===== src/design/potp_pkg.sv =====
`default_nettype none

package potp_pkg;

  localparam int TIMER_SLOTS = 8;
  localparam int SLOT_W = (TIMER_SLOTS > 1) ? $clog2(TIMER_SLOTS) : 1;

  typedef enum logic [2:0] {
    MODE_TICK   = 3'd0,
    MODE_CREATE = 3'd1,
    MODE_START  = 3'd2,
    MODE_STOP   = 3'd3,
    MODE_DELETE = 3'd4
  } mode_t;

  typedef enum logic [2:0] {
    ST_CREATED  = 3'd0,
    ST_ZERO     = 3'd1,
    ST_FULL     = 3'd2,
    ST_INVALID  = 3'd3,
    ST_DONE     = 3'd4,
    ST_FIRED    = 3'd5,
    ST_TICKDONE = 3'd6
  } status_t;

  typedef enum logic [1:0] {
    S_IDLE,
    S_START,
    S_SCAN,
    S_TDONE
  } state_t;

endpackage

`default_nettype wire


===== src/design/periodic_oneshot_timer_pool.sv =====
`default_nettype none

// channel   direction  handshake         payload
// command   in         start / busy      mode, slot, period, periodic
// result    out        strobe            status, timer_slot, reloaded, tick_count, last
//
// create, stop, delete and rejected commands: result registered in the cycle after accept
// start: period read from memory at accept, result registered from S_START
// tick: busy through S_SCAN and S_TDONE, one read of the slot memories per slot
// rst clears all slot flags and the tick count; slot memories need no clear
// the receiver cannot stall: each result shows for one cycle with strobe high

module periodic_oneshot_timer_pool (
  input  logic        clk,
  input  logic        rst,
  input  logic        start,
  output logic        busy,
  input  logic [2:0]  mode,
  input  logic [2:0]  slot,
  input  logic [31:0] period,
  input  logic        periodic,
  output logic        strobe,
  output logic [2:0]  status,
  output logic [2:0]  timer_slot,
  output logic        reloaded,
  output logic [31:0] tick_count,
  output logic        last
);
  import potp_pkg::*;

  localparam logic [SLOT_W-1:0] LAST_SLOT = SLOT_W'(TIMER_SLOTS - 1);

  state_t state, state_next;

  logic [31:0]            ticks, ticks_next;
  logic [TIMER_SLOTS-1:0] slot_used, slot_used_next;
  logic [TIMER_SLOTS-1:0] slot_armed, slot_armed_next;
  logic [TIMER_SLOTS-1:0] slot_periodic, slot_periodic_next;
  logic [SLOT_W-1:0]      scan, scan_next;
  logic [SLOT_W-1:0]      pidx, pidx_next;
  logic [SLOT_W-1:0]      cmd_slot, cmd_slot_next;
  logic                   issuing, issuing_next;
  logic                   pvalid, pvalid_next;

  logic        res_strobe, res_strobe_next;
  logic [2:0]  res_status, res_status_next;
  logic [2:0]  res_slot, res_slot_next;
  logic        res_reloaded, res_reloaded_next;
  logic        res_last, res_last_next;

  logic [31:0]       period_mem    [TIMER_SLOTS];
  logic [31:0]       remaining_mem [TIMER_SLOTS];
  logic [31:0]       per_q, rem_q;
  logic              rd_en, per_we, rem_we;
  logic [SLOT_W-1:0] rd_addr, wr_addr;
  logic [31:0]       rem_wdata;

  logic              accept;
  logic [SLOT_W-1:0] sidx;
  logic              slot_ok, target_used;
  logic              free_found;
  logic [SLOT_W-1:0] free_idx;
  logic              p_active, p_fire;
  logic [31:0]       dec;

  assign accept      = start && !busy;
  assign sidx        = SLOT_W'(slot);
  assign slot_ok     = {29'd0, slot} < 32'(TIMER_SLOTS);
  assign target_used = slot_ok && slot_used[sidx];

  always_comb begin
    free_found = 1'b0;
    free_idx   = '0;
    for (int i = TIMER_SLOTS - 1; i >= 0; i--) begin
      if (!slot_used[i]) begin
        free_found = 1'b1;
        free_idx   = SLOT_W'(i);
      end
    end
  end

  assign p_active = pvalid && slot_used[pidx] && slot_armed[pidx];
  assign dec      = (rem_q != 32'd0) ? rem_q - 32'd1 : 32'd0;
  assign p_fire   = p_active && (dec == 32'd0);

  // slot memories
  always_ff @(posedge clk) begin
    if (rd_en) begin
      per_q <= period_mem[rd_addr];
      rem_q <= remaining_mem[rd_addr];
    end
    if (per_we) begin
      period_mem[wr_addr] <= period;
    end
    if (rem_we) begin
      remaining_mem[wr_addr] <= rem_wdata;
    end
  end

  // next state
  always_comb begin
    state_next = state;
    case (state)
      S_IDLE: begin
        if (accept) begin
          if (mode == MODE_TICK) begin
            state_next = S_SCAN;
          end else if (mode == MODE_START && target_used) begin
            state_next = S_START;
          end
        end
      end
      S_START: state_next = S_IDLE;
      S_SCAN: begin
        if (pvalid && pidx == LAST_SLOT) begin
          state_next = S_TDONE;
        end
      end
      S_TDONE: state_next = S_IDLE;
      default: state_next = S_IDLE;
    endcase
  end

  // datapath and result
  always_comb begin
    ticks_next         = ticks;
    slot_used_next     = slot_used;
    slot_armed_next    = slot_armed;
    slot_periodic_next = slot_periodic;
    scan_next          = scan;
    pidx_next          = pidx;
    cmd_slot_next      = cmd_slot;
    issuing_next       = issuing;
    pvalid_next        = 1'b0;
    rd_en              = 1'b0;
    rd_addr            = '0;
    per_we             = 1'b0;
    rem_we             = 1'b0;
    wr_addr            = '0;
    rem_wdata          = period;
    res_strobe_next    = 1'b0;
    res_status_next    = res_status;
    res_slot_next      = res_slot;
    res_reloaded_next  = 1'b0;
    res_last_next      = res_last;

    case (state)
      S_IDLE: begin
        if (accept) begin
          res_last_next = 1'b1;
          case (mode)
            MODE_TICK: begin
              ticks_next   = ticks + 32'd1;
              scan_next    = '0;
              issuing_next = 1'b1;
            end
            MODE_CREATE: begin
              res_strobe_next = 1'b1;
              res_slot_next   = 3'd0;
              if (period == 32'd0) begin
                res_status_next = ST_ZERO;
              end else if (!free_found) begin
                res_status_next = ST_FULL;
              end else begin
                per_we                       = 1'b1;
                rem_we                       = 1'b1;
                wr_addr                      = free_idx;
                rem_wdata                    = period;
                slot_used_next[free_idx]     = 1'b1;
                slot_armed_next[free_idx]    = 1'b0;
                slot_periodic_next[free_idx] = periodic;
                res_status_next              = ST_CREATED;
                res_slot_next                = 3'(free_idx);
              end
            end
            MODE_START: begin
              if (target_used) begin
                rd_en         = 1'b1;
                rd_addr       = sidx;
                cmd_slot_next = sidx;
              end else begin
                res_strobe_next = 1'b1;
                res_status_next = ST_INVALID;
                res_slot_next   = slot;
              end
            end
            MODE_STOP, MODE_DELETE: begin
              res_strobe_next = 1'b1;
              res_slot_next   = slot;
              if (target_used) begin
                slot_armed_next[sidx] = 1'b0;
                if (mode == MODE_DELETE) begin
                  slot_used_next[sidx] = 1'b0;
                end
                res_status_next = ST_DONE;
              end else begin
                res_status_next = ST_INVALID;
              end
            end
            default: begin
              res_strobe_next = 1'b1;
              res_status_next = ST_INVALID;
              res_slot_next   = slot;
            end
          endcase
        end
      end
      S_START: begin
        rem_we                    = 1'b1;
        wr_addr                   = cmd_slot;
        rem_wdata                 = per_q;
        slot_armed_next[cmd_slot] = 1'b1;
        res_strobe_next           = 1'b1;
        res_status_next           = ST_DONE;
        res_slot_next             = 3'(cmd_slot);
        res_last_next             = 1'b1;
      end
      S_SCAN: begin
        // read slot scan while slot pidx is updated
        if (issuing) begin
          rd_en       = 1'b1;
          rd_addr     = scan;
          pvalid_next = 1'b1;
          pidx_next   = scan;
          if (scan == LAST_SLOT) begin
            issuing_next = 1'b0;
          end else begin
            scan_next = scan + SLOT_W'(1);
          end
        end
        if (p_active) begin
          rem_we    = 1'b1;
          wr_addr   = pidx;
          rem_wdata = (p_fire && slot_periodic[pidx]) ? per_q : dec;
        end
        if (p_fire) begin
          if (!slot_periodic[pidx]) begin
            slot_armed_next[pidx] = 1'b0;
          end
          res_strobe_next   = 1'b1;
          res_status_next   = ST_FIRED;
          res_slot_next     = 3'(pidx);
          res_reloaded_next = slot_periodic[pidx];
          res_last_next     = 1'b0;
        end
      end
      S_TDONE: begin
        res_strobe_next = 1'b1;
        res_status_next = ST_TICKDONE;
        res_slot_next   = 3'd0;
        res_last_next   = 1'b1;
      end
      default: begin
      end
    endcase
  end

  always_ff @(posedge clk) begin
    if (rst) begin
      state         <= S_IDLE;
      ticks         <= 32'd0;
      slot_used     <= '0;
      slot_armed    <= '0;
      slot_periodic <= '0;
      issuing       <= 1'b0;
      pvalid        <= 1'b0;
      res_strobe    <= 1'b0;
    end else begin
      state         <= state_next;
      ticks         <= ticks_next;
      slot_used     <= slot_used_next;
      slot_armed    <= slot_armed_next;
      slot_periodic <= slot_periodic_next;
      issuing       <= issuing_next;
      pvalid        <= pvalid_next;
      res_strobe    <= res_strobe_next;
    end
    scan         <= scan_next;
    pidx         <= pidx_next;
    cmd_slot     <= cmd_slot_next;
    res_status   <= res_status_next;
    res_slot     <= res_slot_next;
    res_reloaded <= res_reloaded_next;
    res_last     <= res_last_next;
  end

  assign busy       = (state != S_IDLE);
  assign strobe     = res_strobe;
  assign status     = res_status;
  assign timer_slot = res_slot;
  assign reloaded   = res_reloaded;
  assign tick_count = ticks;
  assign last       = res_last;

`ifndef SYNTHESIS
  a_busy_ends_with_last: assert property (@(posedge clk) disable iff (rst)
    !$past(rst) && $fell(busy) |-> strobe && last)
    else $error("busy dropped without final result");

  a_fired_not_last: assert property (@(posedge clk) disable iff (rst)
    strobe && status == ST_FIRED |-> !last)
    else $error("fired result marked last");

  a_ticks_step: assert property (@(posedge clk) disable iff (rst)
    !$past(rst) && ticks != $past(ticks) |-> ticks == $past(ticks) + 32'd1)
    else $error("tick count jumped");

  a_armed_used: assert property (@(posedge clk) disable iff (rst)
    (slot_armed & ~slot_used) == '0)
    else $error("armed timer on free slot");
`endif

endmodule

`default_nettype wire


===== config.mk =====
export PLATFORM = sky130hd
export DESIGN_NAME = periodic_oneshot_timer_pool
export DESIGN_NICKNAME = d
export VERILOG_FILES = /design/src/design/potp_pkg.sv /design/src/design/periodic_oneshot_timer_pool.sv
export SDC_FILE = /design/constraint.sdc
export NUM_CORES = 1
export LEC_CHECK = 0
export ABC_AREA = 1
export CORE_MARGIN = 5
export CORE_UTILIZATION = 25
export CTS_BUF_LIST = sky130_fd_sc_hd__clkbuf_4
export DETAILED_ROUTE_END_ITERATION = 8
export DONT_BUFFER_PORTS = 1
export SKIP_CTS_REPAIR_TIMING = 1
export SYNTH_ARGS = -nofsm -noshare
export SYNTH_HDL_FRONTEND = slang
export SYNTH_SLANG_ARGS = --single-unit

===== constraint.sdc =====
create_clock -name clk -period 5 [get_ports clk]
set_input_delay 1 -clock clk [delete_from_list [all_inputs] [get_ports clk]]
set_output_delay 1 -clock clk [all_outputs]
set_load 0.1 [all_outputs]

### After elaboration in Yosys (flattened, before gate mapping)

Memories as Yosys holds them, arrays and structs flattened. A register that Yosys moved wholly into a read port is not among the register bits.
Index checks and enable logic that the tools add are counted.

| storage, ports and cells | value |
|---|---|
| flip-flop bits (word level) | 78 |
| RAM bits | 512 |
| output and inout port bits | 42 |
| logic and storage cells | 215 |
| memories | 2 |

| operators by class | value |
|---|---|
| add/subtract/negate cells | 3 |
| $lt $le $gt $ge | 8 |
| eq/ne operators | 27 |
| muxes and demuxes | 113 |
| bitwise logic cells | 11 |
| reduce and logical (&&, ||, !) cells | 36 |

Memory list:

| name | depth | bits a word | rd ports | clocked after Yosys merged registers in | wr ports | line | RTL |
|---|---|---|---|---|---|---|---|
| period_mem | 8 | 32 | 1 | 1 | 1 | periodic_oneshot_timer_pool.sv:51 | `logic [31:0] period_mem [TIMER_SLOTS];` |
| remaining_mem | 8 | 32 | 1 | 1 | 1 | periodic_oneshot_timer_pool.sv:52 | `logic [31:0] remaining_mem [TIMER_SLOTS];` |

Operator list:

| cell | number |
|---|---|
| $mux 32 | 3 |
| $mux 3 | 28 |
| $mux 8 | 10 |
| $logic_not 32->1 | 2 |
| $pmux 32 s2 | 1 |
| $mux 1 | 39 |
| $pmux 3 s4 | 3 |
| $add 32x1->32 const B | 1 |
| $and 8x8->8 | 4 |
| $pmux 8 s2 | 2 |
| $reduce_bool 32->1 | 1 |
| $sub 32x1->32 const B | 1 |
| $ne 2x2->1 const B | 12 |
| $not 8->8 | 3 |
| $pmux 8 s3 | 1 |
| $pmux 3 s3 | 2 |
| $lt 3x4->1 const B | 4 |
| $or 8x8->8 | 2 |
| $ne 3x3->1 const B | 5 |
| $bmux 1 s3 | 4 |
| $demux 1 s3 | 4 |
| $ge 3x1->1 const B | 4 |
| $mux 2 | 6 |
| $pmux 3 s2 | 2 |
| 25 further kinds | 54 |

### Longest topological paths before layout

Gate-level depths: netlist of the first run.

| depth | value |
|---|---|
| word-level depth | 19 |
| depth in mapped cells | 20 |
| gate-level depth less buffers | 19 |

### Worst setup path after synthesis of the first run

OpenSTA, ideal clock, no wires.

| timing | value |
|---|---|
| path type | input -> register |
| start | input period[11] |
| end | memory remaining_mem[0][0], enable pin |
| arrival time | 4.697 ns |
| path slack | -0.158 ns |
| cell stages on the path | 12 |
| path buffers | 0 |
| path through | or2_2 -> nor4_1 -> nand3_1 -> nand2_1 -> nor2_1 -> nand2_1 -> nor2_1 -> inv_1 -> o211ai_1 -> nand2_1 -> nand3_1 -> nor3_1 |

| between the ends | value |
|---|---|
| word-level cells in the longest chain between the ends | 7 |
| elaborated cells on any way between the ends | 11 |
| classes of those cells | mux: 10; reduce/logical: 1 |

RTL lines:

| element | line | RTL |
|---|---|---|
| from (decl) | periodic_oneshot_timer_pool.sv:20 | `input logic [31:0] period,` |
| $logic_not 32->1 (*) | periodic_oneshot_timer_pool.sv:160 | `if (period == 32'd0) begin` |
| $mux 1 | periodic_oneshot_timer_pool.sv:160 |  |
| $mux 1 | periodic_oneshot_timer_pool.sv:151 | `case (mode)` |
| $mux 1 | periodic_oneshot_timer_pool.sv:149 | `if (accept) begin` |
| $pmux 1 s3 | periodic_oneshot_timer_pool.sv:147 | `case (state)` |
| $mux 1 | periodic_oneshot_timer_pool.sv:95 | `if (rem_we) begin` |
| $mux 1 (implied by the code) | periodic_oneshot_timer_pool.sv:96 | `remaining_mem[wr_addr] <= rem_wdata;` |
| to (decl) | periodic_oneshot_timer_pool.sv:52 |  |

Every way passes the cells marked *; elsewhere a longest branch is shown, timed or not.

### Worst setup path in the final report of the first run

| timing | value |
|---|---|
| start | register rem_q[0] (read register of remaining_mem) |
| end | memory remaining_mem[7][16], data pin |

| between the ends | value |
|---|---|
| word-level cells in the longest chain between the ends | 8 |
| elaborated cells on any way between the ends | 9 |
| classes of those cells | add/sub: 1; mux: 4; reduce/logical: 4 |

RTL lines:

| element | line | RTL |
|---|---|---|
| from (decl) | periodic_oneshot_timer_pool.sv:53 | `logic [31:0] per_q, rem_q;` |
| $sub 32x1->32 / $reduce_bool 32->1 (equally long branches) | periodic_oneshot_timer_pool.sv:83 | `assign dec = (rem_q != 32'd0) ? rem_q - 32'd1 : 32'd0;` |
| $mux 32 (*) | periodic_oneshot_timer_pool.sv:83 |  |
| $logic_not 32->1 | periodic_oneshot_timer_pool.sv:84 | `assign p_fire = p_active && (dec == 32'd0);` |
| $logic_and 1x1->1 | periodic_oneshot_timer_pool.sv:84 |  |
| $logic_and 1x1->1 | periodic_oneshot_timer_pool.sv:234 | `rem_wdata = (p_fire && slot_periodic[pidx]) ? per_q : dec;` |
| $mux 32 (*) | periodic_oneshot_timer_pool.sv:234 |  |
| $mux 32 (*) | periodic_oneshot_timer_pool.sv:231 | `if (p_active) begin` |
| $pmux 32 s2 (*) | periodic_oneshot_timer_pool.sv:147 |  |
| via rem_wdata[16] | periodic_oneshot_timer_pool.sv:56 | `logic [31:0] rem_wdata;` |

Mark *: on every way through the listed nets, which the timed path passes. The rest lies on a longest branch.

==> results of run 1 <==
[stage by stage]
| step | TNS [ps] | hold slack [ps] | power, mW | utilization |
|---|---|---|---|---|
| 5_1_grt | 0 | 4.82 | 14.6 | 0.288 |
| 4_1_cts | 0 | -46.7 | 14.1 | 0.286 |
| 2_1_floorplan | -6160 | 449 | 8.59 | - |
| 3_5_place_dp | 0 | 474 | 9.47 | 0.268 |
| 6_report | 0 | 114 | 14.0 | 0.288 |
| 3_3_place_gp | 0 | 467 | 9.45 | 0.268 |
[layout make-up]
| type | instances | area [um2] |
|---|---|---|
| multi-input combinational | 1757 | 9020 |
| tap | 1524 | 1910 |
| antenna | 2 | 5.00 |
| sequential | 654 | 19000 |
| clock inverter | 51 | 404 |
| inverter | 177 | 671 |
| timing repair buffer | 70 | 703 |
| clock buffer | 232 | 1740 |
| fill | 11997 | 82900 |
[how the worst max path moves through the flow]
stage | slack (ps) | depth (start not counted) | end
2_1_floorplan | -60 | 9 | period_mem[5][0]
3_3_place_gp | 640 | 13 | remaining_mem[0][3]
3_5_place_dp | 690 | 11 | period_mem[2][6]
4_1_cts | 1110 | 12 | period_mem[5][30]
5_1_grt | 700 | 19 | remaining_mem[1][28]
6_report | 1110 | 18 | remaining_mem[7][16]
[state kept, by name (all words and copies together) (netlist names)]
signal         count
reloaded           1
slot_periodic      8
scan               3
remaining_mem    256
state              2
slot_used          8
timer_slot         3
pvalid             1
cmd_slot           3
slot_armed         8
pidx               3
status             3
last               1
per_q             32
issuing            1
period_mem       256
tick_count        32
rem_q             32
strobe             1
[per-layer routing]
layer,wire length (um),vias up,track usage
met5,0,-,0
met3,5560,133,0.0279
met1,34500,10171,0.160
met4,1640,0,0.0396
met2,37400,751,0.202
li1,-,9948,-
[layout by cell type, fill, tap and decap left out, drive strengths merged, types with 9 or more instances in the layout]
master	count
a21oi	121
buf	54
clkbuf	232
clkinv	43
dfxtp	62
dlygate4sd3	16
edfxtp	592
ha	10
inv	178
mux2	64
nand2	393
nand3	133
nand4	19
nor2	474
nor3	31
o2111ai	9
o21ai	318
o22ai	129
[worst max-delay path: stages, from the launching register on]
cell and delay [ps]:
edfxtp_1 420, inv_2 120, ha_1 290, nand2_2 140
nor2_4 200, nand2_1 160, clkinv_1 110, nand2_1 50
nand3_1 140, nand2_1 80, nor3_2 100, nand2_1 100
nor2_1 110, nand3_2 410, nand2_1 280, nand3_1 100
nand2_1 70, nand2_1 50, a21oi_1 640
[kinds of logic after synthesis]
logic type | Yosys count | synth area share
simple gates | 1064 | 0.153
buf+inv | 318 | 0.0487
flops | 654 | 0.649
mux | 64 | 0.0246
xor+xnor | 8 | 0.00239
fa+ha+maj | 10 | 0.00427
compound gates | 611 | 0.118
[report_power, final]
group	internal (mW)	leakage [nW]	total, mW	switching [mW]
logic	0.540	4.26	2.29	1.75
clock network	2.46	1.26	4.61	2.15
registers	6.81	5.84	7.12	0.308
total	9.81	11.4	14.0	4.21
==> reports/metrics.yaml, run 1 <==
worstPathArrival_ps: 4560
clkSinkCount: 654
clock_path_buffers: 3
start_util: 0.252
power.leakage_nw: 11.4
area_growth_pct: 14.2
maxCapViolCount: 0
r2r_slack_ps: 1110
irDropWorstVdd_mv: 0.222
grt_pass1_wl_mm: 120
detail_route.vias_per_cell: 4.70
tightest_slew_ps: 1140
synth_top_area_frac: 0.606
cts-buffers-inserted: 156
nNetsFinal: 2868
grt.overflow.total: 0
die_h_um: 352
min_from: "period[11]"
dpl_worst_slack_ps: 691
hold_path.class: "in2reg"
r2r-end: "remaining_mem[7][16]"
rsz0062_at_grt: "false"
wl_per_cell_um: 17.7
synth_cell_types: 52
hold_end: "period_mem[3][11]"
worstSetupPathType: "reg2reg"
grt_antenna_before_repair: 3
dp.cells: 4166
start_kind: "flop"
synth_seq_area_share: 0.649
drive_above_1_share: 0.164
yosysTopAreaCell: "edfxtp_1"
core_um2: 116000
fp.dieW_um: 352
antenna_left: 0
hold_depth: 0
synth.area.top_cells: "edfxtp_1 (61%), nor2_1 (5.8%), nand2_1 (4.9%), o21ai_0 (4.5%), dfxtp_1 (4.2%)"
place_area_um2: 31200
slew_headroom: 0.241
fmax_mhz: 257
num_vias: 21003
clock_skew_ps: 102
wirelength_mm: 79.1
r2r_cells: 18
track_usage: 0.122
rows: 125
path_max_fanout: 25
layout.cells.non_filler: 4467
clk_pin_slew_worst_paths_ps: 70
synth_cells: 2729
ys.flop_type: "edfxtp_1"
yosysMostFrequentCell: "edfxtp_1"
cts_root_buffer: "clkbuf_4"
syn-num-nets: 2781
synth_edf_count: 592
ys_ff_latch: 654
port_buffers: 0
io-pin-count: 84
netlist_top_cells_count: "edfxtp_1 (592), nor2_1 (455), nand2_1 (380)"
r2r-start: "rem_q[0]"
grt_start_max_net_pins: 129
stdcell_area_um2: 33500
setup_viol: 0
powerDensity_nw_per_um2: 419
min_period_over_period: 0.779
hold_viol: 0
die-area_um2: 124000
initialDrtViolationCount: 1928
avgSynthCellArea_um2: 10.7
critPathLaunch: "rem_q[0]"
min_period_ps: 3890
h-tree-depth: 4
drc: 0
grt_pass1_vias: 20079
gp_congestion: 0.925
dpl.hpwl_mm: 46.8
netlist_area_um2: 29300
end_kind: "flop"
finalMaxSlewViolations: 0
dr.pass1.iters: 6
synth_warnings: 0
status: "complete, no violations"
async_flop_share: 0
required_ps: 5670
setup_ws_ps: 1110
cts_tree: "done"
clkLatencyLatePin_ps: 1010
Power figures use the tool's default switching activity.
==> run 2, diff against run 1 <==
- ABC_AREA: 1 -> 0
- clock period: 5 -> 3.85 ns (I/O delays scaled with it)
==> run 2 against run 1 <==
Worst hold slack got worse by 11 ps; combinational power rose by 52%; sequential share of layout area fell by 0.60 points; first-iteration DRC count fell by 28%; count of clock-buffer cells in the layout fell by 35; maximum frequency rose by 3.6%; worst setup slack got worse by 1000 ps; die area fell by 4.0%; cell count fell by 16%; synthesized cell count fell by 31%; synthesized area fell by 4.1%; routed wire length fell by 4.0%; critical path type unchanged; critical endpoint is now slot_armed[0]; largest cell class unchanged; largest power group unchanged.
==> reports/metrics.yaml, run 2 <==
stdcell_area_um2: 33800  # +1.1%
clock_path_buffers: 3  # unchanged
hold_viol: 0  # unchanged
cts_root_buffer: "clkbuf_4"
synth_seq_area_share: 0.677  # +0.0279
die-area_um2: 119000  # -4.0%
io-pin-count: 84  # unchanged
drive_above_1_share: 0.221  # +0.0577
synth_cell_types: 71  # +37%
dr.pass1.iters: 5  # -1
netlist_area_um2: 28100  # -4.1%
dpl.hpwl_mm: 46.8  # about the same
grt_start_max_net_pins: 65  # -50%
grt_pass1_wl_mm: 110  # -7.7%
dpl_worst_slack_ps: 59.9  # -631 ps
maxCapViolCount: 0  # unchanged
cts_tree: "done"
antenna_left: 0  # unchanged
rows: 123  # -1.6%
clock_skew_ps: 68.0  # -33.9 ps
yosysTopAreaCell: "edfxtp_1"
ys.flop_type: "edfxtp_1"
synth_cells: 1895  # -31%
finalMaxSlewViolations: 0  # unchanged
min_from: "start"
irDropWorstVdd_mv: 0.709  # +220%
required_ps: 4640  # -1030 ps
critPathLaunch: "rem_q[20]"
async_flop_share: 0  # unchanged
min_period_over_period: 0.976  # +0.197
hold_path.class: "in2reg"
fin_tns_setup_ps: 0  # unchanged
avgSynthCellArea_um2: 14.8  # +38%
place_area_um2: 31300  # +0.28%
reg_top3: "period_mem (256), remaining_mem (256)"
grt.overflow.total: 0  # unchanged
layout_common_cells: "edfxtp_1 (592), mux2i_1 (396), clkbuf_4 (197), buf_4 (122), nand2_1 (101)"
die_h_um: 345  # -2.0%
num_vias: 17438  # -17%
detail_route.vias_per_cell: 4.62  # -1.6%
dp.cells: 3446  # -17%
path_max_fanout: 8  # -68%
clkSinkCount: 654  # unchanged
nNetsFinal: 2195  # -23%
clkLatencyLatePin_ps: 980  # -30 ps
hold_depth: 2  # +2
regArea_um2: 19000  # unchanged
drc: 0  # unchanged
clk_pin_slew_worst_paths_ps: 80  # about the same
critPathMaxStageDelay_ps: 670  # +30 ps
seq_power_share: 0.493  # -0.015
r2r-start: "rem_q[20]"
layout.cells.non_filler: 3771  # -16%
p_int_mw: 13.1  # +33%
start_util: 0.251  # -0.00107
core_um2: 112000  # -3.7%
power.leakage_nw: 13.5  # +18%
grt_antenna_before_repair: 9  # +6
syn-num-nets: 1947  # -30%
status: "complete, no violations"
cp_slowest_cell: "or4b_1"
worstPathArrival_ps: 4550  # about the same
multi_input_area_um2: 8780  # -2.7%
tightest_slew_ps: 1100  # -33.6 ps
start_kind: "flop"
slew_headroom: 0.264  # +0.0225
yosysMostFrequentCell: "edfxtp_1"
synth_warnings: 0  # unchanged
cts-buffers-inserted: 155  # -0.64%
h-tree-depth: 4  # unchanged
combPwrFrac: 0.187  # +0.023
r2r-end: "slot_armed[0]"
synth_edf_count: 592  # unchanged
r2r_slack_ps: 90  # -1010 ps
track_usage: 0.121  # -0.00169
min_period_ps: 3760  # -136 ps
mostFrequentLayoutCell: "edfxtp_1"
powerDensity_nw_per_um2: 552  # +32%
netlist_top_cells_count: "edfxtp_1 (592), mux2i_1 (396), nand2_1 (101)"
fp.dieW_um: 345  # -2.0%
grt_pass1_vias: 17694  # -12%
gp_congestion: 0.906  # -2.0%
port_buffers: 0  # unchanged
ys_ff_latch: 654  # unchanged
worstSetupPathType: "reg2reg"
wl_per_cell_um: 20.1  # +14%
synth_top_area_frac: 0.633  # +0.0261
end_kind: "flop"
crit_path_frequent_cell: "or4_4"
setup_ws_ps: 93.8  # -1010 ps
wirelength_mm: 75.9  # -4.0%
hold_end: "strobe"
path_cells: "or4_4 > or4_4 > o31ai_2 > nand4_1 > or4_4 > or4b_1 > a21oi_1 > o32ai_1"
switching_share: 0.299  # -0.00127
fmax_mhz: 266  # +3.6%
synth.area.top_cells: "edfxtp_1 (63%), mux2i_1 (14%), dfxtp_1 (4.4%), mux2_2 (2.7%), nand2_1 (1.3%)"
p_clk_frac: 0.320  # -0.009
area_growth_pct: 20.4
setup_viol: 0  # unchanged
r2r_cells: 8  # -10
power_switching_mw: 5.58  # +33%
initialDrtViolationCount: 1392  # -28%
fill_cells: 11257  # -6.2%
[run 2: per-stage QoR]
stage | utilization | hold slack, ps | power, mW
2_1_floorplan | - | 433 | 11.2
3_3_place_gp | 0.279 | 440 | 12.7
3_5_place_dp | 0.279 | 448 | 12.7
4_1_cts | 0.298 | -272 | 18.8
5_1_grt | 0.302 | 1.19 | 19.5
6_report | 0.302 | 103 | 18.7
[run 2: layer usage]
layer  wire, um  part of all wire  global-route usage  up-vias
met5          8           0.00011                   0        -
met4       1930             0.025              0.0445        2
met3       5820             0.077              0.0369      128
met2      37500              0.49               0.201      693
met1      30700              0.40               0.148     8664
li1           -                 -                   -     7951
[run 2: cells by family after synthesis]
kind of cell | count (synthesis) | share of synthesized area
buffers and inverters | 123 | 0.0166
and+or+nand+nor | 386 | 0.0687
DFF | 654 | 0.677
muxes | 469 | 0.173
adders and majority gates | 10 | 0.00445
xor gates and xnor gates | 44 | 0.0137
AOI/OAI and AO/OA | 209 | 0.0471
[run 2: how the worst max path moves through the flow]
stage,depth (start not counted),to,slack [ps]
6_report,8,slot_armed[0],90
5_1_grt,8,slot_armed[1],-3
4_1_cts,10,remaining_mem[1][12],-30
3_5_place_dp,10,remaining_mem[7][31],60
3_3_place_gp,8,slot_armed[0],110
2_1_floorplan,11,period_mem[4][0],-440
[run 2: power by group through the flow]
stage               logic [mW]  clock network, mW  registers [mW]
floorplan                 1.86                  0            9.31
global placement          3.34                  0            9.35
detailed placement        3.39                  0            9.36
CTS                       3.42               6.18            9.21
global route              3.77               6.53            9.24
finish                    3.49               5.97            9.21
[run 2: area by class of cell]
cell class / instances / share of cell area
sequential: 654 / 0.562
multi-input combinational: 1118 / 0.259
timing repair buffer: 191 / 0.0567
tap: 1500 / 0.0555
clock buffer: 197 / 0.0437
clock inverter: 81 / 0.0194
inverter: 23 / 0.00255
antenna: 7 / 0.000518
[run 2: worst max-delay path, delay by kind of cell, from the launching register on]
kind	cells	cell delay, ps
flip-flops	1	440
AO/OA/AOI/OAI	3	540
AND/OR/NAND/NOR	5	2610
